## src/design/sle_pkg.sv

```systemverilog
// ----------------------------------------------------------------------------
// sle_pkg: shared types and constants of the sorted list engine
// Sizes, action and status codes, the cell command struct and the
// controller states.
// ----------------------------------------------------------------------------
package sle_pkg;

  localparam int DEPTH = 16;
  localparam int IDX_W = $clog2(DEPTH);
  localparam int CNT_W = 5;
  localparam int WORD_W = 32;
  localparam int POS_W = 8;
  localparam int ACT_W = 2;
  localparam int STAT_W = 2;

  localparam logic [ACT_W-1:0] ACT_INSERT = 2'd0;
  localparam logic [ACT_W-1:0] ACT_DELETE = 2'd1;
  localparam logic [ACT_W-1:0] ACT_PARTITION = 2'd2;
  localparam logic [ACT_W-1:0] ACT_READ = 2'd3;

  localparam logic [STAT_W-1:0] STAT_DONE = 2'd0;
  localparam logic [STAT_W-1:0] STAT_FULL = 2'd1;
  localparam logic [STAT_W-1:0] STAT_BADPOS = 2'd2;

  typedef enum logic [2:0] {
    CELL_HOLD,
    CELL_CMP,
    CELL_INS,
    CELL_DEL,
    CELL_SWAP
  } cell_op_t;

  typedef struct packed {
    cell_op_t                  op;
    logic signed [WORD_W-1:0]  x;
    logic [CNT_W-1:0]          cnt;
    logic                      phase;
    logic [IDX_W-1:0]          del_idx;
  } cell_ctl_t;

  typedef enum logic [2:0] {
    ST_IDLE,
    ST_INS,
    ST_DEL,
    ST_PART,
    ST_OUT
  } sle_state_t;

endpackage

```

## src/design/sle_in_if.sv

```systemverilog
// ----------------------------------------------------------------------------
// sle_in_if: action channel of the sorted list engine
// Valid/ready channel carrying one action beat.
// ----------------------------------------------------------------------------
interface sle_in_if
  import sle_pkg::*;
();
  logic                     valid;
  logic                     ready;
  logic [ACT_W-1:0]         action;
  logic signed [WORD_W-1:0] value;
  logic [POS_W-1:0]         position;

  modport source (output valid, action, value, position, input ready);
  modport sink (input valid, action, value, position, output ready);
endinterface

```

## src/design/sle_out_if.sv

```systemverilog
// ----------------------------------------------------------------------------
// sle_out_if: result channel of the sorted list engine
// Valid/ready channel carrying one result beat.
// ----------------------------------------------------------------------------
interface sle_out_if
  import sle_pkg::*;
();
  logic                     valid;
  logic                     ready;
  logic signed [WORD_W-1:0] read_value;
  logic [CNT_W-1:0]         entry_count;
  logic [STAT_W-1:0]        status;

  modport source (output valid, read_value, entry_count, status, input ready);
  modport sink (input valid, read_value, entry_count, status, output ready);
endinterface

```

## src/design/sle_cell.sv

```systemverilog
// ----------------------------------------------------------------------------
// sle_cell: one list slot
// Holds one word; compares, shifts right on insert, shifts left on delete
// and swaps with a neighbor during the odd-first partition.
// ----------------------------------------------------------------------------
module sle_cell
  import sle_pkg::*;
(
  input  logic                     clk,
  input  cell_ctl_t                ctl,
  input  logic [IDX_W-1:0]         idx,
  input  logic signed [WORD_W-1:0] left_data,
  input  logic                     left_prefix,
  input  logic signed [WORD_W-1:0] right_data,
  input  logic                     right_valid,
  output logic signed [WORD_W-1:0] data,
  output logic                     valid,
  output logic                     prefix_out
);

  logic signed [WORD_W-1:0] data_r, data_nxt;
  logic                     mark_r, mark_nxt;
  logic                     is_left;
  logic                     swap_left, swap_right;

  assign valid      = ({1'b0, idx} < ctl.cnt);
  assign data       = data_r;
  // the first marked slot takes the new word, every slot after it shifts
  assign prefix_out = left_prefix | mark_r;

  assign is_left    = (idx[0] == ctl.phase);
  // even word ahead of odd word: exchange
  assign swap_left  = is_left & valid & right_valid & ~data_r[0] & right_data[0];
  assign swap_right = ~is_left & valid & ~left_data[0] & data_r[0];

  always_comb begin
    data_nxt = data_r;
    mark_nxt = mark_r;
    unique case (ctl.op)
      CELL_HOLD: ;
      CELL_CMP: mark_nxt = ~valid | (data_r >= ctl.x);
      CELL_INS: begin
        if (left_prefix) begin
          data_nxt = left_data;
        end else if (mark_r) begin
          data_nxt = ctl.x;
        end
      end
      CELL_DEL: begin
        if (idx >= ctl.del_idx) begin
          data_nxt = right_data;
        end
      end
      CELL_SWAP: begin
        if (swap_left) begin
          data_nxt = right_data;
        end else if (swap_right) begin
          data_nxt = left_data;
        end
      end
      default: ;
    endcase
  end

  always_ff @(posedge clk) begin
    data_r <= data_nxt;
    mark_r <= mark_nxt;
  end

endmodule

```

## src/design/sorted_list_engine.sv

```systemverilog
// ----------------------------------------------------------------------------
// sorted_list_engine: ordered list of signed words in a chain of cells
// Sorted insert, delete and read at a 1-based position, and a stable
// odd-first partition, over a row of DEPTH slot cells.
// ----------------------------------------------------------------------------
//  channel | direction | beat contents
//  --------+-----------+-------------------------------------------
//  in_ch   | in        | action, value, position
//  out_ch  | out       | read_value, entry_count, status
//
// Steps: a read or a rejected action goes from the accept cycle straight to
// the result load in ST_OUT; an insert compares on the accept edge and then
// takes one shift step in ST_INS, a delete takes one shift step in ST_DEL;
// partition runs its transposition phases in ST_PART, one per cycle, then
// loads the result. The cell row works on one action at a time.
// Reset clears the count, the controller and the result valid flag only; slot
// contents need no clearing because only slots below the count are ever read.
// Stalls: the result register holds a beat while out_ch.ready is low; the
// next action is accepted meanwhile and its result waits in the controller,
// which accepts nothing more until that result moves into the register.
// ----------------------------------------------------------------------------
module sorted_list_engine
  import sle_pkg::*;
(
  input  logic        clk,
  input  logic        rst_n,
  sle_in_if.sink      in_ch,
  sle_out_if.source   out_ch
);

  sle_state_t state_r, state_nxt;

  logic [CNT_W-1:0]         count_r;
  logic signed [WORD_W-1:0] value_r;
  logic [IDX_W-1:0]         del_idx_r;
  logic [IDX_W-1:0]         ph_r;
  logic signed [WORD_W-1:0] res_rd_r, res_rd_nxt;
  logic [STAT_W-1:0]        res_st_r, res_st_nxt;

  logic                     out_valid_r;
  logic signed [WORD_W-1:0] out_rd_r;
  logic [CNT_W-1:0]         out_cnt_r;
  logic [STAT_W-1:0]        out_st_r;

  logic                     accept;
  logic                     full;
  logic                     bad_pos;
  logic                     out_load;
  logic [IDX_W-1:0]         in_idx;
  cell_ctl_t                ctl;

  logic signed [WORD_W-1:0] cell_data   [DEPTH];
  logic                     cell_valid  [DEPTH];
  logic                     cell_prefix [DEPTH];

  assign accept  = in_ch.valid & in_ch.ready;
  assign full    = (count_r == CNT_W'(DEPTH));
  assign bad_pos = (in_ch.position == '0) ||
                   (in_ch.position > POS_W'(count_r));
  // only used when the position is in range, so the low bits suffice
  assign in_idx  = IDX_W'(in_ch.position - POS_W'(1));

  // --------------------------------------------------------------------------
  // Cell row: left neighbor feeds inserts, right neighbor feeds deletes
  // --------------------------------------------------------------------------
  for (genvar i = 0; i < DEPTH; i++) begin : g_cell
    logic signed [WORD_W-1:0] l_data;
    logic                     l_prefix;
    logic signed [WORD_W-1:0] r_data;
    logic                     r_valid;

    if (i == 0) begin : g_head
      // odd boundary word: the head slot never swaps leftward
      assign l_data   = WORD_W'(1);
      assign l_prefix = 1'b0;
    end else begin : g_mid
      assign l_data   = cell_data[i-1];
      assign l_prefix = cell_prefix[i-1];
    end

    if (i == DEPTH - 1) begin : g_tail
      assign r_data  = '0;
      assign r_valid = 1'b0;
    end else begin : g_body
      assign r_data  = cell_data[i+1];
      assign r_valid = cell_valid[i+1];
    end

    sle_cell u_cell (
      .clk         (clk),
      .ctl         (ctl),
      .idx         (IDX_W'(i)),
      .left_data   (l_data),
      .left_prefix (l_prefix),
      .right_data  (r_data),
      .right_valid (r_valid),
      .data        (cell_data[i]),
      .valid       (cell_valid[i]),
      .prefix_out  (cell_prefix[i])
    );
  end

  // --------------------------------------------------------------------------
  // Next state
  // --------------------------------------------------------------------------
  always_comb begin
    state_nxt = state_r;
    unique case (state_r)
      ST_IDLE: begin
        if (accept) begin
          unique case (in_ch.action)
            ACT_INSERT:    state_nxt = full ? ST_OUT : ST_INS;
            ACT_DELETE:    state_nxt = bad_pos ? ST_OUT : ST_DEL;
            ACT_PARTITION: state_nxt = ST_PART;
            ACT_READ:      state_nxt = ST_OUT;
            default:       state_nxt = ST_OUT;
          endcase
        end
      end
      ST_INS:  state_nxt = ST_OUT;
      ST_DEL:  state_nxt = ST_OUT;
      ST_PART: begin
        if (ph_r == IDX_W'(DEPTH - 1)) begin
          state_nxt = ST_OUT;
        end
      end
      ST_OUT: begin
        if (!out_valid_r || out_ch.ready) begin
          state_nxt = ST_IDLE;
        end
      end
      default: state_nxt = ST_IDLE;
    endcase
  end

  // --------------------------------------------------------------------------
  // Outputs of the controller: cell command, ready, result load
  // --------------------------------------------------------------------------
  always_comb begin
    ctl.op      = CELL_HOLD;
    ctl.x       = value_r;
    ctl.cnt     = count_r;
    ctl.phase   = ph_r[0];
    ctl.del_idx = del_idx_r;
    in_ch.ready = 1'b0;
    out_load    = 1'b0;
    unique case (state_r)
      ST_IDLE: begin
        in_ch.ready = 1'b1;
        // compare the new word against every slot on the accept edge
        ctl.x = in_ch.value;
        if (accept && in_ch.action == ACT_INSERT && !full) begin
          ctl.op = CELL_CMP;
        end
      end
      ST_INS:  ctl.op = CELL_INS;
      ST_DEL:  ctl.op = CELL_DEL;
      ST_PART: ctl.op = CELL_SWAP;
      ST_OUT:  out_load = !out_valid_r || out_ch.ready;
      default: ;
    endcase
  end

  // --------------------------------------------------------------------------
  // Result of the incoming action: status and read data
  // --------------------------------------------------------------------------
  always_comb begin
    res_rd_nxt = '0;
    res_st_nxt = STAT_DONE;
    unique case (in_ch.action)
      ACT_INSERT: begin
        if (full) begin
          res_st_nxt = STAT_FULL;
        end
      end
      ACT_DELETE: begin
        if (bad_pos) begin
          res_st_nxt = STAT_BADPOS;
        end
      end
      ACT_PARTITION: ;
      ACT_READ: begin
        if (bad_pos) begin
          res_st_nxt = STAT_BADPOS;
        end else begin
          res_rd_nxt = cell_data[in_idx];
        end
      end
      default: ;
    endcase
  end

  // --------------------------------------------------------------------------
  // Control registers
  // --------------------------------------------------------------------------
  always_ff @(posedge clk) begin
    if (!rst_n) begin
      state_r     <= ST_IDLE;
      count_r     <= '0;
      out_valid_r <= 1'b0;
    end else begin
      state_r <= state_nxt;
      if (state_r == ST_INS) begin
        count_r <= count_r + CNT_W'(1);
      end else if (state_r == ST_DEL) begin
        count_r <= count_r - CNT_W'(1);
      end
      if (out_load) begin
        out_valid_r <= 1'b1;
      end else if (out_ch.ready) begin
        out_valid_r <= 1'b0;
      end
    end
  end

  // --------------------------------------------------------------------------
  // Payload registers
  // --------------------------------------------------------------------------
  always_ff @(posedge clk) begin
    if (accept) begin
      value_r   <= in_ch.value;
      del_idx_r <= in_idx;
      res_rd_r  <= res_rd_nxt;
      res_st_r  <= res_st_nxt;
    end
    // advance the transposition phase; restart on every accept
    if (accept) begin
      ph_r <= '0;
    end else if (state_r == ST_PART) begin
      ph_r <= ph_r + IDX_W'(1);
    end
    if (out_load) begin
      out_rd_r  <= res_rd_r;
      out_cnt_r <= count_r;
      out_st_r  <= res_st_r;
    end
  end

  assign out_ch.valid       = out_valid_r;
  assign out_ch.read_value  = out_rd_r;
  assign out_ch.entry_count = out_cnt_r;
  assign out_ch.status      = out_st_r;

endmodule

```

## src/flat_wrapper.sv

```systemverilog
// flat-port wrapper written by rule: the top's interface ports become plain ports
module sorted_list_engine_flat import sle_pkg::*;
  (clk, rst_n, in_ch_valid, in_ch_action, in_ch_value, in_ch_position, in_ch_ready, out_ch_valid, out_ch_read_value, out_ch_entry_count, out_ch_status, out_ch_ready);
  sle_in_if in_ch_i ();
  sle_out_if out_ch_i ();
  input  logic clk;
  input  logic rst_n;
  input wire logic [$bits(in_ch_i.valid)-1:0] in_ch_valid;
  input wire logic [$bits(in_ch_i.action)-1:0] in_ch_action;
  input wire logic [$bits(in_ch_i.value)-1:0] in_ch_value;
  input wire logic [$bits(in_ch_i.position)-1:0] in_ch_position;
  output wire logic [$bits(in_ch_i.ready)-1:0] in_ch_ready;
  output wire logic [$bits(out_ch_i.valid)-1:0] out_ch_valid;
  output wire logic [$bits(out_ch_i.read_value)-1:0] out_ch_read_value;
  output wire logic [$bits(out_ch_i.entry_count)-1:0] out_ch_entry_count;
  output wire logic [$bits(out_ch_i.status)-1:0] out_ch_status;
  input wire logic [$bits(out_ch_i.ready)-1:0] out_ch_ready;
  assign in_ch_i.valid = in_ch_valid;
  assign in_ch_i.action = in_ch_action;
  assign in_ch_i.value = in_ch_value;
  assign in_ch_i.position = in_ch_position;
  assign in_ch_ready = in_ch_i.ready;
  assign out_ch_valid = out_ch_i.valid;
  assign out_ch_read_value = out_ch_i.read_value;
  assign out_ch_entry_count = out_ch_i.entry_count;
  assign out_ch_status = out_ch_i.status;
  assign out_ch_i.ready = out_ch_ready;
  sorted_list_engine u_core (.clk(clk), .rst_n(rst_n), .in_ch(in_ch_i), .out_ch(out_ch_i));
endmodule
```

## config.mk

```make
export PLATFORM = sky130hd
export DESIGN_NAME = sorted_list_engine_flat
export DESIGN_NICKNAME = d
export VERILOG_FILES = /design/src/design/sle_pkg.sv /design/src/design/sle_in_if.sv /design/src/design/sle_out_if.sv /design/src/design/sle_cell.sv /design/src/design/sorted_list_engine.sv /design/src/flat_wrapper.sv
export SDC_FILE = /design/constraint.sdc
export NUM_CORES = 2
export LEC_CHECK = 0
export BUFFER_PORTS_ARGS = -buffer_cell sky130_fd_sc_hd__buf_4
export CORE_ASPECT_RATIO = 0.7
export CORE_MARGIN = 3
export CORE_UTILIZATION = 50
export DETAILED_ROUTE_END_ITERATION = 7
export GPL_ROUTABILITY_DRIVEN = 0
export HOLD_SLACK_MARGIN = 0.1
export PLACE_DENSITY = 0.62
export SETUP_SLACK_MARGIN = 0.1
export SKIP_LAST_GASP = 1
export SYNTH_ARGS = -nofsm -noshare
export SYNTH_HDL_FRONTEND = slang
export SYNTH_HIERARCHICAL = 1
export SYNTH_SLANG_ARGS = --single-unit
```

## constraint.sdc

```tcl
create_clock -name clk -period 23.7 [get_ports clk]
set_input_delay 3.555 -clock clk [delete_from_list [all_inputs] [get_ports clk]]
set_output_delay 3.555 -clock clk [all_outputs]
set_load 0.02 [all_outputs]
```

; ---- Yosys cells after proc, flatten, opt, wreduce, memory -nomap -nowiden
; Cells that the tools add are included.
; W data, S select, Z words.
[word_totals]
out_inout_bits = 41
reg_bits = 650
in_bits = 46
wordCells = 478
[op_classes]
n_lt_le_gt_ge = 50
add_sub_neg = 4
n_eq_ne = 64
reduce_logical = 32
n_mux = 115
bitwise = 170
[op_table]
columns = cell, n
row1 = $mux W32, 80
row2 = $pmux W32 S3, 16
row3 = $ge A32 B32 Y1, 16
row4 = $bmux W32 S4, 1
row5 = $and A1 B1 Y1, 106
row6 = $ne A3 B3 Y1 const B, 29
row7 = $reduce_and A4 Y1, 16
row8 = $lt A4 B5 Y1 const A, 8
row9 = $ne A2 B2 Y1 const B, 19
row10 = $pmux W3 S4, 3
row11 = $not A1 Y1, 33
row12 = $ge A4 B4 Y1 const A, 8
row13 = $or A1 B1 Y1, 30
row14 = $lt A3 B5 Y1 const A, 4
row15 = $ge A3 B4 Y1 const A, 4
row16 = $mux W3, 5
row17 = $eq A3 B2 Y1 const B, 4
row18 = $lt A1 B5 Y1 const A, 2
row19 = $lt A2 B5 Y1 const A, 2
row20 = $mux W5, 2
row21 = $ge A1 B4 Y1 const A, 2
row22 = $ge A2 B4 Y1 const A, 2
row23 = $gt A8 B5 Y1, 1
row24 = $logic_not A8 Y1, 1
row25 = other kinds (25), 41

; ---- Longest topological paths before layout
[logic_depth]
word_depth = 16
depth_mapped = 37
mapped_depth_nobuf = 19

; ---- Modules after synthesis
; Netlist, hierarchy kept.
[modules_own_cells]
columns = module, instances, area_per_inst_um2, seq_area_each_um2, cells_per_inst
row1 = sle_cell (u_core.g_cell[0].u_cell ...), 14, 2690.1, 991.0, 276
row2 = sorted_list_engine, 1, 8695.8, 3533.4, 530
row3 = sle_cell (u_core.g_cell[9].u_cell), 1, 2691.3, 991.0, 276
row4 = sle_cell (u_core.g_cell[14].u_cell), 1, 2687.6, 991.0, 277

; ---- Worst setup path before layout
; OpenSTA, ideal clock, no wires.
[synth_timing]
path_kind = register -> register
start = register u_core.g_cell[0].u_cell.mark_r
end = register u_core.g_cell[15].u_cell.data_r[0], enable pin
setup_time_ps = 492
stages_incl_launch_ff = 34
n_path_buf = 15
required_time_ps = 23208
arrival_time_ps = 8448
period_less_slack_ps = 8940
setup_slack_ps = 14760
cell_sequence = edfxtp_1 > or2_2 > clkbuf_1 > or2_2 > clkbuf_1 > or2_2 > clkbuf_1 > or2_2 > clkbuf_1 > or2_2 > clkbuf_1 > or2_2 > clkbuf_1 > or2_2 > clkbuf_1 > or2_2 > clkbuf_1 > or2_2 > clkbuf_1 > or2_2 > clkbuf_1 > or2_2 > clkbuf_1 > or2_2 > clkbuf_1 > or2_2 > clkbuf_1 > or2_2 > clkbuf_1 > or2_2 > clkbuf_1 > or2_2 > o21ai_0 > a22oi_1
[synth_lines]
columns = item, line
row1 = "start, declared", sle_cell.sv:22  ; logic mark_r, mark_nxt;
row2 = "start signal, assigned", sle_cell.sv:67  ; mark_r <= mark_nxt;
row3 = "end signal, assigned", sle_cell.sv:66  ; data_r <= data_nxt;
row4 = "end, declared", sle_cell.sv:21  ; logic signed [WORD_W-1:0] data_r, data_nxt;

==> results.txt <==
Comb pwr share - 28.4%
1st-iter DRT viols - 5691
Rel. slew slack - 6.94%
clock power share - 31.8%
hold depth - 0
RSZ-0062 raised after global routing - no
# H-tree levels - 3
die area - 0.107 sq mm
CP cell instances - or2_2, or2_2, or2_2, or2_2, or2_2, or2_2, or2_2, or2_2, or2_2, or2_2, or2_2, or2_2, or2_2, or2_2, or2_2, or2_2, o21ai_0, a22oi_2, buf_4
vias in the first global route - 40100
synthesized area - 0.0517 sq mm
Slew Limit Fails - 0
terminus of the critical flop-to-flop path - u_core/g_cell[15].u_cell/data[21]
root buffer cell - clkbuf_16
Hold Violations, Final - 0
DR WL/cell - 25.3 um
DRT Pass-1 Iters - 6
CTS tree - yes
Reg clk slew, reported paths - 0.06 ns
Design Area, Final - 0.0564 sq mm
nets@finish - 5810
CTS Sinks - 650
Core Box Area - 0.102 sq mm
Die Y - 275 um
Setup crit end kind - register
Final Util - 55.1%
synthesized flop and latch total - 650
measured slew at the worst slew-check pin - 1.39 ns
worst-skew pair later-pin latency - 0.68 ns
total negative setup slack - 0 ns
sequential area share after synthesis - 37.5%
minimum clock period - 13.42 ns
number of synthesized flops with an enable pin - 637
Slowest cell on crit path - or2_2
Hold WC Path Type - register to register
Distinct cells, synth - 60
pin count of the biggest net entering global routing - 79
CTS max path bufs - 3
Placement Setup Slack - 10.69 ns
FF-to-FF Start - u_core/g_cell[0].u_cell/mark_r
CP Launch Type - register
Reg2Reg Depth - 19
final WL - 165 mm
Mapped Cells - 4947
total congestion overflow - 0
cts hold-fix bufs - 0
row count - 98
Synth warnings - 6
Final HPWL DP - 123 mm
# port buffers - 86
syn avg cell area - 10.5 sq um
clk_skew - 0.0311 ns
initial antenna violation count - 4
VDD IR max - 0.0461 mV
Top FF cell, synth - edfxtp_1
Max Cap Violations - 0
Peak Freq - 74.5 MHz
sw frac - 34.1%
CP required - 24.00 ns
share of cells above drive strength 1 - 10.4%
period utilization - 56.6%
critical path class - register to register
Die W - 390 um
FFs w/ async S/R, synth - 0%
DP Area - 0.0540 sq mm
Setup Buffers After CTS - 0
leak pwr - 23.3 nW
post_cts resized - 0
Remaining DRCs - 0
setup slack after layout - 10.28 ns
Syn-to-layout area delta - 9.02%
Num CTS Buffers - 75
Vias/cell - 6.54
Seq pwr share - 39.7%
Initial Utilization - 50.5%
detailed-route via count - 42800
first-pass GRT wire length - 251 mm
filler cell count - 8892
io pins - 87
internal power - 2.49 mW
hold_sp - u_core/res_rd_r[26]
crit path DAT - 13.72 ns
slowest stage delay, CP - 0.81 ns
peak fanout along the critical path - 36
status - complete, no violations
Final setup viols - 0
most frequent CP cell - or2_2
final antenna-violating net count - 0
GR Util All Layers - 30.2%
internal reg-to-reg setup slack - 10.28 ns
switching power - 1.29 mW
Power Dens Cells - 67.0 mW/mm^2
Hold EP - u_core/out_ch.read_value[26]
how the worst max path moves through the flow:
stage,startpoint,endpoint,cells after the start
2_1_floorplan,u_core/g_cell[0].u_cell/mark_r,u_core/g_cell[15].u_cell/data[0],33
3_3_place_gp,u_core/g_cell[0].u_cell/mark_r,u_core/g_cell[15].u_cell/data[22],19
3_5_place_dp,u_core/g_cell[0].u_cell/mark_r,u_core/g_cell[15].u_cell/data[23],19
4_1_cts,u_core/g_cell[0].u_cell/mark_r,u_core/g_cell[15].u_cell/data[21],19
5_1_grt,u_core/g_cell[0].u_cell/mark_r,u_core/g_cell[15].u_cell/data[21],19
6_report,u_core/g_cell[0].u_cell/mark_r,u_core/g_cell[15].u_cell/data[21],19
cell type report:
cell class / instances / area [sq um] / area share [%]
Antenna cell: 2 / 5.00 / 0.00887
Clock buffer: 95 / 2040 / 3.61
Inverter: 635 / 2380 / 4.23
Tap cell: 1350 / 1690 / 2.99
Timing Repair Buffer: 169 / 1280 / 2.26
Multi-Input combinational cell: 3598 / 29200 / 51.8
Sequential cell: 650 / 19400 / 34.4
Clock inverter: 41 / 385 / 0.683
layout by cell type (no fill, tap or decap), types with 72 or more instances in the layout:
cell | synthesis | final
mux2i_1 | 72 | 72
ha_1 | 634 | 633
nand4_1 | 129 | 129
a221o_1 | 511 | 511
nand3_1 | 81 | 81
clkbuf_16 | 0 | 78
nor3_1 | 533 | 532
buf_4 | 10 | 167
a21oi_1 | 262 | 262
nand2_1 | 183 | 183
o21ai_0 | 85 | 85
nor2b_1 | 73 | 73
edfxtp_1 | 637 | 637
nand2b_1 | 81 | 81
conb_1 | 2 | 213
nor2_1 | 123 | 121
inv_1 | 634 | 634
mux4_2 | 133 | 133
routing by layer:
| metal | GRT usage [%] | wire, um |
|---|---|---|
| met1 | 46.5 | 75000 |
| met2 | 42.3 | 67600 |
| met3 | 7.51 | 19200 |
| met4 | 6.71 | 3320 |
| met5 | 0 | 27 |
registers in the layout, indices dropped and copies added (netlist names), 5 cells and up:
| register | cells |
|---|---|
| u_core/value_r | 32 |
| u_core/res_rd_r | 32 |
| u_core/g_cell.u_cell/data | 512 |
| u_core/out_ch.entry_count | 5 |
| u_core/out_ch.read_value | 32 |
| u_core/count_r | 5 |
| u_core/g_cell.u_cell/mark_r | 16 |
synthesized netlist by cell type, drive strengths merged (16+ instances only):
| cell | n | share of area, % |
|---|---|---|
| ha | 634 | 15 |
| o211ai | 50 | 0.73 |
| clkbuf | 146 | 1.1 |
| nor2 | 123 | 0.89 |
| mux2i | 72 | 1.4 |
| xnor2 | 36 | 0.62 |
| nand4 | 129 | 1.6 |
| a221oi | 17 | 0.29 |
| o22ai | 26 | 0.33 |
| mux4 | 134 | 5.8 |
| a221o | 511 | 9.9 |
| edfxtp | 637 | 37 |
| a21oi | 278 | 2.8 |
| nand2 | 183 | 1.3 |
| a311oi | 16 | 0.27 |
| o31ai | 16 | 0.23 |
| nor4 | 34 | 0.41 |
| nor3 | 535 | 5.2 |
| and4 | 16 | 0.27 |
| buf | 129 | 2.2 |
| nand2b | 81 | 0.98 |
| or2 | 49 | 0.59 |
| o21ai | 85 | 0.82 |
| a22oi | 16 | 0.23 |
| a21o | 65 | 0.94 |
| mux2 | 32 | 0.70 |
| nor2b | 73 | 0.88 |
| inv | 635 | 4.6 |
| nand3 | 81 | 0.78 |
| a211oi | 17 | 0.25 |
| and3 | 30 | 0.36 |
critical path, delay by kind of cell (launching register included):
| family | cells | cell delay, ns |
|---|---|---|
| AND/OR/NAND/NOR | 16 | 11.84 |
| AO/OA/AOI/OAI | 2 | 0.32 |
| buffers and inverters | 1 | 0.43 |
| flip-flops | 1 | 0.31 |
power by group through the flow:
stage	clock, mW	combinational (mW)	sequential [mW]
6_report	1.20	1.07	1.50
4_1_cts	1.22	1.05	1.50
3_3_place_gp	0	1.01	1.52
5_1_grt	1.26	1.19	1.51
2_1_floorplan	0	0.740	1.49
3_5_place_dp	0	1.04	1.52
cell families (layout without fill, tap and decap cells):
group           after synthesis  count (layout)  synth area share [%]
simple gates               1350            1350                  13.5
compound gates             1122            1122                  17.2
buf+inv                     910             940                  7.82
flops                       650             650                  37.5
fa+ha+maj                   635             635                  15.4
mux                         238             238                  7.93
xor+xnor                     40              40                 0.706
other cells                   2             215                0.0145
stage by stage:
stage / cells / hold slack (ns) / total power [mW]
after floorplan: 5158 / 0.400 / 2.23
after global placement: 6401 / 0.401 / 2.54
after detailed placement: 6401 / 0.405 / 2.56
after CTS: 6537 / 0.418 / 3.77
after global routing: 6538 / 0.424 / 3.96
final: 6540 / 0.416 / 3.78
(Power assumes the default switching activity.)
